==> config.mk <==
export PLATFORM = sky130hd
export DESIGN_NAME = line_regex_match_filter_top
export DESIGN_NICKNAME = d
export VERILOG_FILES = /design/src/lrmf_pkg.sv /design/src/lrmf_core.sv /design/src/lrmf_res_fifo.sv /design/src/line_regex_match_filter_top.sv
export SDC_FILE = /design/constraint.sdc
export NUM_CORES = 1
export LEC_CHECK = 0
export ABC_AREA = 1
export BUFFER_PORTS_ARGS = -buffer_cell sky130_fd_sc_hd__buf_2
export CAP_MARGIN = 20
export CORE_UTILIZATION = 45
export CTS_BUF_LIST = sky130_fd_sc_hd__clkbuf_2
export DETAILED_ROUTE_END_ITERATION = 8
export GPL_ROUTABILITY_DRIVEN = 0
export PLACE_DENSITY_LB_ADDON = 0.3
export SLEW_MARGIN = 20
export SYNTH_ARGS = -nofsm -noshare
export SYNTH_HDL_FRONTEND = slang
export SYNTH_HIERARCHICAL = 1
export SYNTH_SLANG_ARGS = --single-unit
==> constraint.sdc <==
create_clock -name clk -period 8.6 [get_ports clk]
set_clock_uncertainty 0.05 [all_clocks]
set_input_delay 1.72 -clock clk [delete_from_list [all_inputs] [get_ports clk]]
set_output_delay 1.72 -clock clk [all_outputs]
set_load 0.02 [all_outputs]
==> src/lrmf_pkg.sv <==
// ----------------------------------------------------------------------------
// lrmf_pkg
// Shared types, constants and helpers for the line pattern match filter.
// ----------------------------------------------------------------------------
package lrmf_pkg;

  // Default sizing
  localparam int DEF_PATTERN_ELEMENTS = 8;
  localparam int DEF_LINE_LIMIT       = 4096;
  localparam int RES_DEPTH            = 8;

  // Character codes
  localparam logic [7:0]  CHAR_NL     = 8'h0A;
  localparam logic [7:0]  CHAR_NUL    = 8'h00;
  localparam logic [7:0]  CHAR_UPPER_A = 8'h41;
  localparam logic [7:0]  CHAR_UPPER_Z = 8'h5A;
  localparam logic [7:0]  CASE_OFFSET = 8'd32;
  localparam logic [31:0] CNT_MAX     = 32'hFFFF_FFFF;

  // Configuration register indexes
  typedef enum logic [2:0] {
    CFG_CHARS    = 3'd0,
    CFG_ANY      = 3'd1,
    CFG_STAR     = 3'd2,
    CFG_LENGTH   = 3'd3,
    CFG_ANCHORED = 3'd4,
    CFG_ICASE    = 3'd5,
    CFG_INVERT   = 3'd6
  } cfg_idx_t;

  // Input beat kind
  typedef enum logic {
    KIND_DATA = 1'b0,
    KIND_END  = 1'b1
  } kind_t;

  // Configuration register file
  typedef struct packed {
    logic [63:0] chars;
    logic [7:0]  any;
    logic [7:0]  star;
    logic [3:0]  length;
    logic        anchored;
    logic        icase;
    logic        invert;
  } cfg_t;

  // One result beat
  typedef struct packed {
    logic        is_summary;
    logic        line_selected;
    logic [31:0] line_number;
    logic [31:0] selected_count;
    logic        exit_status;
    logic        last;
  } res_t;

  // Result push strobes: second only ever with first
  typedef struct packed {
    logic first;
    logic second;
  } push_t;

  // ASCII case fold
  function automatic logic [7:0] fold(input logic [7:0] c, input logic icase);
    logic [7:0] r;
    r = c;
    if (icase && (c >= CHAR_UPPER_A) && (c <= CHAR_UPPER_Z)) begin
      r = c + CASE_OFFSET;
    end
    return r;
  endfunction

endpackage

==> src/lrmf_core.sv <==
// ----------------------------------------------------------------------------
// lrmf_core
// Input register, line state and bit-parallel pattern position update.
// Produces up to two result beats per processed input beat.
// ----------------------------------------------------------------------------
module lrmf_core #(
  parameter int PATTERN_ELEMENTS = lrmf_pkg::DEF_PATTERN_ELEMENTS,
  parameter int LINE_LIMIT       = lrmf_pkg::DEF_LINE_LIMIT
) (
  input  logic            clk,
  input  logic            rst_n,
  input  logic            in_load,
  input  logic            in_kind,
  input  logic [7:0]      in_byte,
  input  lrmf_pkg::cfg_t  cfg,
  output logic            busy,
  output lrmf_pkg::push_t push,
  output lrmf_pkg::res_t  res0,
  output lrmf_pkg::res_t  res1
);

  localparam int N  = PATTERN_ELEMENTS;
  localparam int NW = $clog2(N + 1);
  localparam int LW = $clog2(LINE_LIMIT);

  // Input register
  logic                  s1_valid_r;
  lrmf_pkg::kind_t       s1_kind_r;
  logic [7:0]            s1_byte_r;

  // Line state
  logic [N:0]            act_r,   act_nxt;
  logic                  found_r, found_nxt;
  logic                  nul_r,   nul_nxt;
  logic [LW-1:0]         len_r,   len_nxt;
  logic [31:0]           lines_r, lines_nxt;
  logic [31:0]           sel_r,   sel_nxt;

  // Combinational
  logic [NW-1:0]         pat_n;
  logic [N:0]            cur_end;
  logic                  line_hit;
  logic [31:0]           lines_inc;
  logic [31:0]           sel_inc;
  logic                  is_data;
  logic                  is_nl;
  logic                  full;
  logic                  line_end;
  logic [N:0]            f_act;
  logic                  f_found;
  logic                  f_nul;
  logic [LW-1:0]         f_len;
  logic [N:0]            cur_f;
  logic [N:0]            step_vec;
  logic [7:0]            tb;
  lrmf_pkg::res_t        res_line;
  lrmf_pkg::res_t        res_sum;

  // Star closure over the first n elements, in element order
  function automatic logic [N:0] closure(input logic [N:0] s, input logic [7:0] star,
                                         input logic [NW-1:0] n);
    logic [N:0] r;
    r = s;
    for (int i = 0; i < N; i++) begin
      if ((NW'(i) < n) && r[i] && star[i]) begin
        r[i+1] = 1'b1;
      end
    end
    return r;
  endfunction

  assign busy = s1_valid_r;

  // Input register
  always_ff @(posedge clk) begin
    if (!rst_n) begin
      s1_valid_r <= 1'b0;
    end else begin
      s1_valid_r <= in_load;
    end
  end

  always_ff @(posedge clk) begin
    if (in_load) begin
      s1_kind_r <= lrmf_pkg::kind_t'(in_kind);
      s1_byte_r <= in_byte;
    end
  end

  // Line termination and match verdict on the current state
  always_comb begin
    pat_n      = (cfg.length > 4'(N)) ? NW'(N) : cfg.length[NW-1:0];
    cur_end    = closure(act_r, cfg.star, pat_n);
    line_hit   = (found_r | cur_end[pat_n]) ^ cfg.invert;
    lines_inc  = (lines_r != lrmf_pkg::CNT_MAX) ? lines_r + 32'd1 : lines_r;
    sel_inc    = (line_hit && (sel_r != lrmf_pkg::CNT_MAX)) ? sel_r + 32'd1 : sel_r;
    is_data    = (s1_kind_r == lrmf_pkg::KIND_DATA);
    is_nl      = (s1_byte_r == lrmf_pkg::CHAR_NL);
    full       = (len_r >= LW'(LINE_LIMIT - 1));
    line_end   = is_data ? (is_nl | full) : (len_r != '0);
  end

  // Byte step: a full line restarts from a fresh line first
  always_comb begin
    f_act   = full ? (N+1)'(1) : act_r;
    f_found = full ? 1'b0 : found_r;
    f_nul   = full ? 1'b0 : nul_r;
    f_len   = full ? '0 : len_r;
    cur_f   = closure(f_act, cfg.star, pat_n);
    tb      = lrmf_pkg::fold(s1_byte_r, cfg.icase);
    step_vec = '0;
    for (int i = 0; i < N; i++) begin
      if ((NW'(i) < pat_n) && cur_f[i] &&
          (cfg.any[i] || (lrmf_pkg::fold(cfg.chars[8*i +: 8], cfg.icase) == tb))) begin
        if (cfg.star[i]) begin
          step_vec[i] = 1'b1;
        end else begin
          step_vec[i+1] = 1'b1;
        end
      end
    end
    if (!cfg.anchored) begin
      step_vec[0] = 1'b1;
    end
  end

  // Next state
  always_comb begin
    act_nxt   = act_r;
    found_nxt = found_r;
    nul_nxt   = nul_r;
    len_nxt   = len_r;
    lines_nxt = lines_r;
    sel_nxt   = sel_r;
    if (s1_valid_r) begin
      if (!is_data) begin
        // end of input: whole stream state back to reset
        act_nxt   = (N+1)'(1);
        found_nxt = 1'b0;
        nul_nxt   = 1'b0;
        len_nxt   = '0;
        lines_nxt = '0;
        sel_nxt   = '0;
      end else if (is_nl) begin
        act_nxt   = (N+1)'(1);
        found_nxt = 1'b0;
        nul_nxt   = 1'b0;
        len_nxt   = '0;
        lines_nxt = lines_inc;
        sel_nxt   = sel_inc;
      end else begin
        if (full) begin
          lines_nxt = lines_inc;
          sel_nxt   = sel_inc;
        end
        len_nxt   = f_len + LW'(1);
        act_nxt   = f_act;
        found_nxt = f_found;
        nul_nxt   = f_nul;
        if (!f_nul) begin
          found_nxt = f_found | cur_f[pat_n];
          if (s1_byte_r == lrmf_pkg::CHAR_NUL) begin
            nul_nxt = 1'b1;
          end else begin
            act_nxt = step_vec;
          end
        end
      end
    end
  end

  always_ff @(posedge clk) begin
    if (!rst_n) begin
      act_r   <= (N+1)'(1);
      found_r <= 1'b0;
      nul_r   <= 1'b0;
      len_r   <= '0;
      lines_r <= '0;
      sel_r   <= '0;
    end else begin
      act_r   <= act_nxt;
      found_r <= found_nxt;
      nul_r   <= nul_nxt;
      len_r   <= len_nxt;
      lines_r <= lines_nxt;
      sel_r   <= sel_nxt;
    end
  end

  // Result beats
  always_comb begin
    res_line.is_summary     = 1'b0;
    res_line.line_selected  = line_hit;
    res_line.line_number    = lines_inc;
    res_line.selected_count = sel_inc;
    res_line.exit_status    = (sel_inc == '0);
    res_line.last           = is_data;

    res_sum.is_summary      = 1'b1;
    res_sum.line_selected   = 1'b0;
    res_sum.line_number     = line_end ? lines_inc : lines_r;
    res_sum.selected_count  = line_end ? sel_inc : sel_r;
    res_sum.exit_status     = (res_sum.selected_count == '0);
    res_sum.last            = 1'b1;

    res0        = line_end ? res_line : res_sum;
    res1        = res_sum;
    push.first  = s1_valid_r & (line_end | !is_data);
    push.second = s1_valid_r & !is_data & line_end;
  end

`ifndef SYNTHESIS
  // selected lines never outrun lines seen
  a_sel_le_lines: assert property (@(posedge clk) disable iff (!rst_n)
    sel_r <= lines_r)
    else $error("selected count above line count");

  // end of input clears the counters
  a_end_clears: assert property (@(posedge clk) disable iff (!rst_n)
    (s1_valid_r && (s1_kind_r == lrmf_pkg::KIND_END)) |=> (lines_r == '0 && sel_r == '0))
    else $error("counters not cleared after end of input");

  // line length stays below the limit
  a_len_bound: assert property (@(posedge clk) disable iff (!rst_n)
    len_r <= LW'(LINE_LIMIT - 1))
    else $error("line length beyond limit");
`endif

endmodule

==> src/lrmf_res_fifo.sv <==
// ----------------------------------------------------------------------------
// lrmf_res_fifo
// Small result queue: takes up to two beats a cycle, gives one while out_ready is high.
// ----------------------------------------------------------------------------
module lrmf_res_fifo #(
  parameter int DEPTH = lrmf_pkg::RES_DEPTH
) (
  input  logic                       clk,
  input  logic                       rst_n,
  input  lrmf_pkg::push_t            push,
  input  lrmf_pkg::res_t             res0,
  input  lrmf_pkg::res_t             res1,
  output logic                       out_valid,
  input  logic                       out_ready,
  output lrmf_pkg::res_t             out_res,
  output logic [$clog2(DEPTH+1)-1:0] count
);

  localparam int PW = $clog2(DEPTH);
  localparam int CW = $clog2(DEPTH + 1);

  lrmf_pkg::res_t  mem_r [DEPTH];
  logic [PW-1:0]   wptr_r, wptr_nxt;
  logic [PW-1:0]   rptr_r, rptr_nxt;
  logic [CW-1:0]   count_r, count_nxt;
  logic [PW-1:0]   wptr_p1;
  logic            pop;

  function automatic logic [PW-1:0] ptr_inc(input logic [PW-1:0] p);
    return (p == PW'(DEPTH - 1)) ? '0 : p + PW'(1);
  endfunction

  assign pop       = out_valid & out_ready;
  assign out_valid = (count_r != '0);
  assign out_res   = mem_r[rptr_r];
  assign count     = count_r;
  assign wptr_p1   = ptr_inc(wptr_r);

  // Pointer and fill update
  always_comb begin
    wptr_nxt = wptr_r;
    if (push.second) begin
      wptr_nxt = ptr_inc(wptr_p1);
    end else if (push.first) begin
      wptr_nxt = wptr_p1;
    end
    rptr_nxt  = pop ? ptr_inc(rptr_r) : rptr_r;
    count_nxt = count_r + CW'(push.first) + CW'(push.second) - CW'(pop);
  end

  always_ff @(posedge clk) begin
    if (!rst_n) begin
      wptr_r  <= '0;
      rptr_r  <= '0;
      count_r <= '0;
    end else begin
      wptr_r  <= wptr_nxt;
      rptr_r  <= rptr_nxt;
      count_r <= count_nxt;
    end
  end

  // Storage
  always_ff @(posedge clk) begin
    if (push.first) begin
      mem_r[wptr_r] <= res0;
    end
    if (push.second) begin
      mem_r[wptr_p1] <= res1;
    end
  end

`ifndef SYNTHESIS
  // never written beyond capacity
  a_no_overflow: assert property (@(posedge clk) disable iff (!rst_n)
    ((CW+1)'(count_r) + (CW+1)'(push.first) + (CW+1)'(push.second)) <=
    ((CW+1)'(DEPTH) + (CW+1)'(pop)))
    else $error("result queue overflow");

  // a second beat is only pushed with a first
  a_push_order: assert property (@(posedge clk) disable iff (!rst_n)
    push.second |-> push.first)
    else $error("second beat without first");

  // fill level stays within the queue
  a_count_bound: assert property (@(posedge clk) disable iff (!rst_n)
    count_r <= CW'(DEPTH))
    else $error("result queue fill beyond depth");
`endif

endmodule

==> src/line_regex_match_filter_top.sv <==
// ----------------------------------------------------------------------------
// line_regex_match_filter_top
// Line splitter and small pattern matcher over a byte stream.
// ----------------------------------------------------------------------------
// Usage:
//   in_*  : one beat per byte; in_tuser=0 carries a data byte in in_tdata,
//           in_tuser=1 marks end of input (in_tdata ignored).
//   out_* : one beat per finished line, plus a summary (out_tuser=1) at end
//           of input; out_tlast marks the final beat caused by an input beat.
//   cfg_* : register writes, taken whenever cfg_we is high; write only while
//           the block is idle.
// Throughput: one byte per cycle while in_tready is high. The whole position
//   update sits between the input register and the result queue, so nothing
//   iterates.
// Path: input register, then result queue. End of input gives up to two
//   beats, drained one per cycle from the queue while out_tready is high.
// Stalls: the 8-entry result queue keeps taking bytes while out_tready is
//   low; in_tready drops once fewer than two free entries would remain.
// Reset: registers clear to zero, line state and counters clear, queue empty.
// ----------------------------------------------------------------------------
module line_regex_match_filter_top #(
  parameter int PATTERN_ELEMENTS = lrmf_pkg::DEF_PATTERN_ELEMENTS,
  parameter int LINE_LIMIT       = lrmf_pkg::DEF_LINE_LIMIT
) (
  input  logic        clk,
  input  logic        rst_n,
  // input stream
  input  logic        in_tvalid,
  output logic        in_tready,
  input  logic [7:0]  in_tdata,   // [7:0] data_byte
  input  logic        in_tuser,   // [0] kind
  // result stream
  output logic        out_tvalid,
  input  logic        out_tready,
  output logic [71:0] out_tdata,  // [0] line_selected, [32:1] line_number,
                                  // [64:33] selected_count, [65] exit_status
  output logic        out_tuser,  // [0] is_summary
  output logic        out_tlast,
  // configuration
  input  logic        cfg_we,
  input  logic [2:0]  cfg_index,
  input  logic [63:0] cfg_wdata
);

  localparam int DEPTH = lrmf_pkg::RES_DEPTH;
  localparam int CW    = $clog2(DEPTH + 1);

  lrmf_pkg::cfg_t  cfg_r;
  lrmf_pkg::push_t push;
  lrmf_pkg::res_t  res0;
  lrmf_pkg::res_t  res1;
  lrmf_pkg::res_t  out_res;
  logic [CW-1:0]   fifo_count;
  logic            core_busy;
  logic [CW:0]     credit;
  logic            in_load;

  // Configuration registers
  always_ff @(posedge clk) begin
    if (!rst_n) begin
      cfg_r <= '0;
    end else if (cfg_we) begin
      case (lrmf_pkg::cfg_idx_t'(cfg_index))
        lrmf_pkg::CFG_CHARS:    cfg_r.chars    <= cfg_wdata;
        lrmf_pkg::CFG_ANY:      cfg_r.any      <= cfg_wdata[7:0];
        lrmf_pkg::CFG_STAR:     cfg_r.star     <= cfg_wdata[7:0];
        lrmf_pkg::CFG_LENGTH:   cfg_r.length   <= cfg_wdata[3:0];
        lrmf_pkg::CFG_ANCHORED: cfg_r.anchored <= cfg_wdata[0];
        lrmf_pkg::CFG_ICASE:    cfg_r.icase    <= cfg_wdata[0];
        lrmf_pkg::CFG_INVERT:   cfg_r.invert   <= cfg_wdata[0];
        default: ;
      endcase
    end
  end

  // Accept while the queue can hold the beats of the item in flight and this one
  assign credit    = (CW+1)'(fifo_count) + (core_busy ? (CW+1)'(2) : '0);
  assign in_tready = (credit <= (CW+1)'(DEPTH - 2));
  assign in_load   = in_tvalid & in_tready;

  lrmf_core #(
    .PATTERN_ELEMENTS (PATTERN_ELEMENTS),
    .LINE_LIMIT       (LINE_LIMIT)
  ) u_core (
    .clk     (clk),
    .rst_n   (rst_n),
    .in_load (in_load),
    .in_kind (in_tuser),
    .in_byte (in_tdata),
    .cfg     (cfg_r),
    .busy    (core_busy),
    .push    (push),
    .res0    (res0),
    .res1    (res1)
  );

  lrmf_res_fifo #(
    .DEPTH (DEPTH)
  ) u_res_fifo (
    .clk       (clk),
    .rst_n     (rst_n),
    .push      (push),
    .res0      (res0),
    .res1      (res1),
    .out_valid (out_tvalid),
    .out_ready (out_tready),
    .out_res   (out_res),
    .count     (fifo_count)
  );

  // Result beat packing
  assign out_tdata = {6'b0, out_res.exit_status, out_res.selected_count,
                      out_res.line_number, out_res.line_selected};
  assign out_tuser = out_res.is_summary;
  assign out_tlast = out_res.last;

endmodule

==> flow_metrics.tcl <==
set metrics [dict create \
    synth_edf_count 553 \
    path_buf_inv 5 \
    die_h_microns 316 \
    min_path_type "input port to flop" \
    rsz0062_at_grt "false" \
    max_freq_ghz 0.155 \
    slew_violations 0 \
    detailed_place_hpwl_mm 73.6 \
    final-hold-violation-count 0 \
    cts_made_buffers 193 \
    vias 39209 \
    grt-ovfl-total 0 \
    synth_compound_area_share_pct 7.34 \
    clk_latency_ns 1.53 \
    core_sq_um 97300 \
    finalSetupTns_ns 0 \
    drt-pass1-iter-count 6 \
    htree_num_levels 4 \
    final_util_pct 48.1 \
    path_max_fanout 62 \
    ys_types 54 \
    viasPerCell 5.17 \
    grt_pass1_wl_mm 201 \
    clk_pin_slew_ns 0.10 \
    synthArstFlopShare_pct 0 \
    die_area_sq_um 100000 \
    cp-end-kind "flop" \
    cap_violations 0 \
    finalNetCount 6269 \
    fillerInstances 9701 \
    power.density_nw_per_um2 191 \
    cts_setup_buffers 0 \
    drive_above_1_share_pct 10.5 \
    cp_top_family "simple AND/OR/NAND/NOR gates" \
    seqPwrFrac_pct 45.2 \
    rows 114 \
    grt_pass1_vias 36593 \
    cp-start-kind "flop" \
    ys.flop_type "edfxtp_1" \
    start_util_pct 45.7 \
    setup_viol 0 \
    p_int_mw 5.52 \
    ys_seq_area_share_pct 45.8 \
    synth_xor_area_share_pct 1.50 \
    crit_path_top_delay_cell "buf_4" \
    totalWireLength_mm 128 \
    ios 157 \
    route.detailed.drc 0 \
    ys_ff_latch 741 \
    antenna_left 0 \
    route.detailed.wl_per_inst_microns 16.9 \
    grt_max_degree 180 \
    ys_top_cells_by_area "edfxtp_1 (37%), nand2_1 (20%), dfxtp_1 (8.5%), inv_1 (7.2%), nand3_1 (5.0%)" \
    grt_usage_pct 25.6 \
    clkSinkCount 741 \
    ctsLongestPathBuffers 3 \
    ir_drop_uv 123 \
    path_cells "inv_2 -> nor3_2 -> nand3_2 -> inv_1 -> nor2_1 -> a31oi_4 -> buf_4 -> nand2_1 -> nor2_1 -> inv_1 -> nor2_8 -> nand2_4 -> o21ai_4 -> buf_4" \
    drt_iter0_drc 3618 \
    yosys_warnings 6 \
    cts-resized-gates 0 \
    p_sw_mw 3.40 \
    root_buffer "clkbuf_2" \
    switching_share_pct 38.1 \
    timing.final.crit_period_ns 6.46 \
    finalCritPeriodShare_pct 75.1 \
    cts_tree "yes" \
    synthToLayoutAreaGrowth_pct 5.35 \
    synthMuxAreaShare_pct 0.0225 \
    synthSimpleGateAreaFrac_pct 31.5 \
    p_comb_share_pct 27.0 \
    synth.top_cell.area_share_pct 37.4 \
    synth_area_sq_um 44400 \
    portBuffers 150 \
    outcome "completed" \
    synth_top_cell_by_area "edfxtp_1" \
    slew_headroom_pct 24.2 \
    antenna_found_initial 5 \
    synthAdderAreaFrac_pct 0.794 \
    post_synth.cell_area_avg_sq_um 7.15 \
    worstSetupPathType "flop to flop" \
    ctsHoldBuffers 0 \
    synthCells 6215 \
    tightestPinTransition_ns 1.14 \
    arrival_ns 7.45 \
    slowest_delay_ns 0.96 \
    die_w_microns 316 \
    required_ns 9.59 \
    p_clk_share_pct 27.8 \
    synth_top_family_by_area "simple AND/OR/NAND/NOR gates" \
    cellLeakagePower_nw 21.2 \
]
-- final timing paths --
kind	from	endpoint	slack, ns	cells after the start
worst max register to register	u_core/len_r[8]	u_res_fifo/mem_r[0][38]	2.14	14
worst min register to register	u_core/lines_r[31]	u_core/lines_r[31]	0.43	2
worst min-delay path	in_tdata[3]	u_core/s1_byte_r[3]	0.41	1
worst max-delay path	u_core/len_r[8]	u_res_fifo/mem_r[0][38]	2.14	14
-- kinds of logic (layout without fill, tap and decap cells) --
group | after synthesis | in the layout
mux | 1 | 1
xor+xnor | 76 | 76
fa+ha+maj | 27 | 27
compound gates | 613 | 613
flops | 741 | 741
simple gates | 3413 | 3413
buf+inv | 1341 | 1429
other cells | 3 | 11
-- cells in the final DEF (no fill, tap or decap), drive strengths merged, types with 19 or more instances in the layout --
master,Yosys,layout
nand2,2455,2455
inv,862,867
edfxtp,553,553
nand3,459,459
o21ai,409,409
nor2,324,324
clkbuf,201,303
buf,274,220
dfxtp,188,188
a21oi,136,136
nand4,84,84
xor2,57,57
nor3,57,57
clkinv,4,33
ha,25,25
nor4,20,20
xnor2,19,19
-- state kept, by name, indices dropped and copies added, names as in the netlist, named ones only --
register	cells
u_res_fifo/mem_r	544
cfg_r	87
u_core/lines_r	32
u_core/sel_r	32
u_core/len_r	12
u_core/act_r	9
u_core/s1_byte_r	8
u_res_fifo/count	4
u_res_fifo/rptr_r	3
u_res_fifo/wptr_r	3
u_core/busy	1
u_core/found_r	1
u_core/nul_r	1
u_core/s1_kind_r	1
-- metal layers --
metal / track usage (%) / wire length [microns] / up-vias
li1: - / - / 19469
met1: 33.0 / 53200 / 17890
met2: 42.9 / 60700 / 1573
met3: 4.15 / 10400 / 273
met4: 9.90 / 3720 / 4
met5: 0 / 31 / -
-- Yosys cell counts (2+ instances only) --
cell type	number
dfxtp_1	188
o21ai_0	296
nor3_2	4
xor2_1	57
a31oi_1	8
o221ai_1	2
inv_1	847
nor3_1	53
a2bb2oi_1	2
a21oi_2	3
clkbuf_2	12
nand3_2	11
o211ai_1	14
nor2_4	4
clkbuf_1	189
o21bai_1	6
clkinv_1	4
a221oi_1	5
buf_4	95
nand2_2	34
o22ai_1	13
edfxtp_1	553
nor4_1	20
buf_1	31
ha_1	25
nor2_1	311
xnor2_1	19
o21ai_2	2
nand2_1	2420
inv_2	15
fa_1	2
o2111ai_1	11
conb_1	3
or2_2	12
nor2_2	8
buf_2	124
a31o_2	2
buf_6	24
nand3_1	447
a21oi_1	133
nand4_1	82
nand4_2	2
o21ai_1	111
-- worst register-to-register path: cells and delay by family, from the launching register on --
kind	cells	cell delay, ns
DFF	1	0.43
AOI/OAI and AO/OA	2	0.68
and+or+nand+nor	7	2.79
buffers and inverters	5	1.99
-- power groups by stage --
stage | clock network [mW] | logic [mW] | registers (mW)
floorplan | 0 | 1.68 | 4.03
global placement | 0 | 2.38 | 4.11
detailed placement | 0 | 2.40 | 4.11
CTS | 2.55 | 2.41 | 4.03
global route | 2.72 | 2.66 | 4.04
finish | 2.48 | 2.41 | 4.03
-- layout make-up --
class	instances	area, sq um	area share [%]
flip-flops and latches	741	20400	43.5
multi-input cells	4139	18500	39.6
inverters	866	3260	6.97
well taps	1276	1600	3.41
clock buffers	303	1520	3.24
repair buffers	220	1300	2.77
clock inverters	40	214	0.457
diodes	2	5.00	0.0107
-- per-stage QoR --
stage | std cells | setup slack [ns] | power, mW | hold slack [ns] | instance area [sq um]
finish | 7587 | 2.14 | 8.93 | 0.406 | 46800
global placement | 7241 | 2.43 | 6.49 | 0.402 | 45000
global route | 7587 | 1.78 | 9.43 | 0.264 | 46800
floorplan | 6221 | 1.52 | 5.71 | 0.395 | 44500
detailed placement | 7241 | 2.24 | 6.51 | 0.410 | 45000
CTS | 7584 | 1.80 | 8.99 | 0.218 | 46800
No activity file was read; power rests on OpenSTA's default activity.
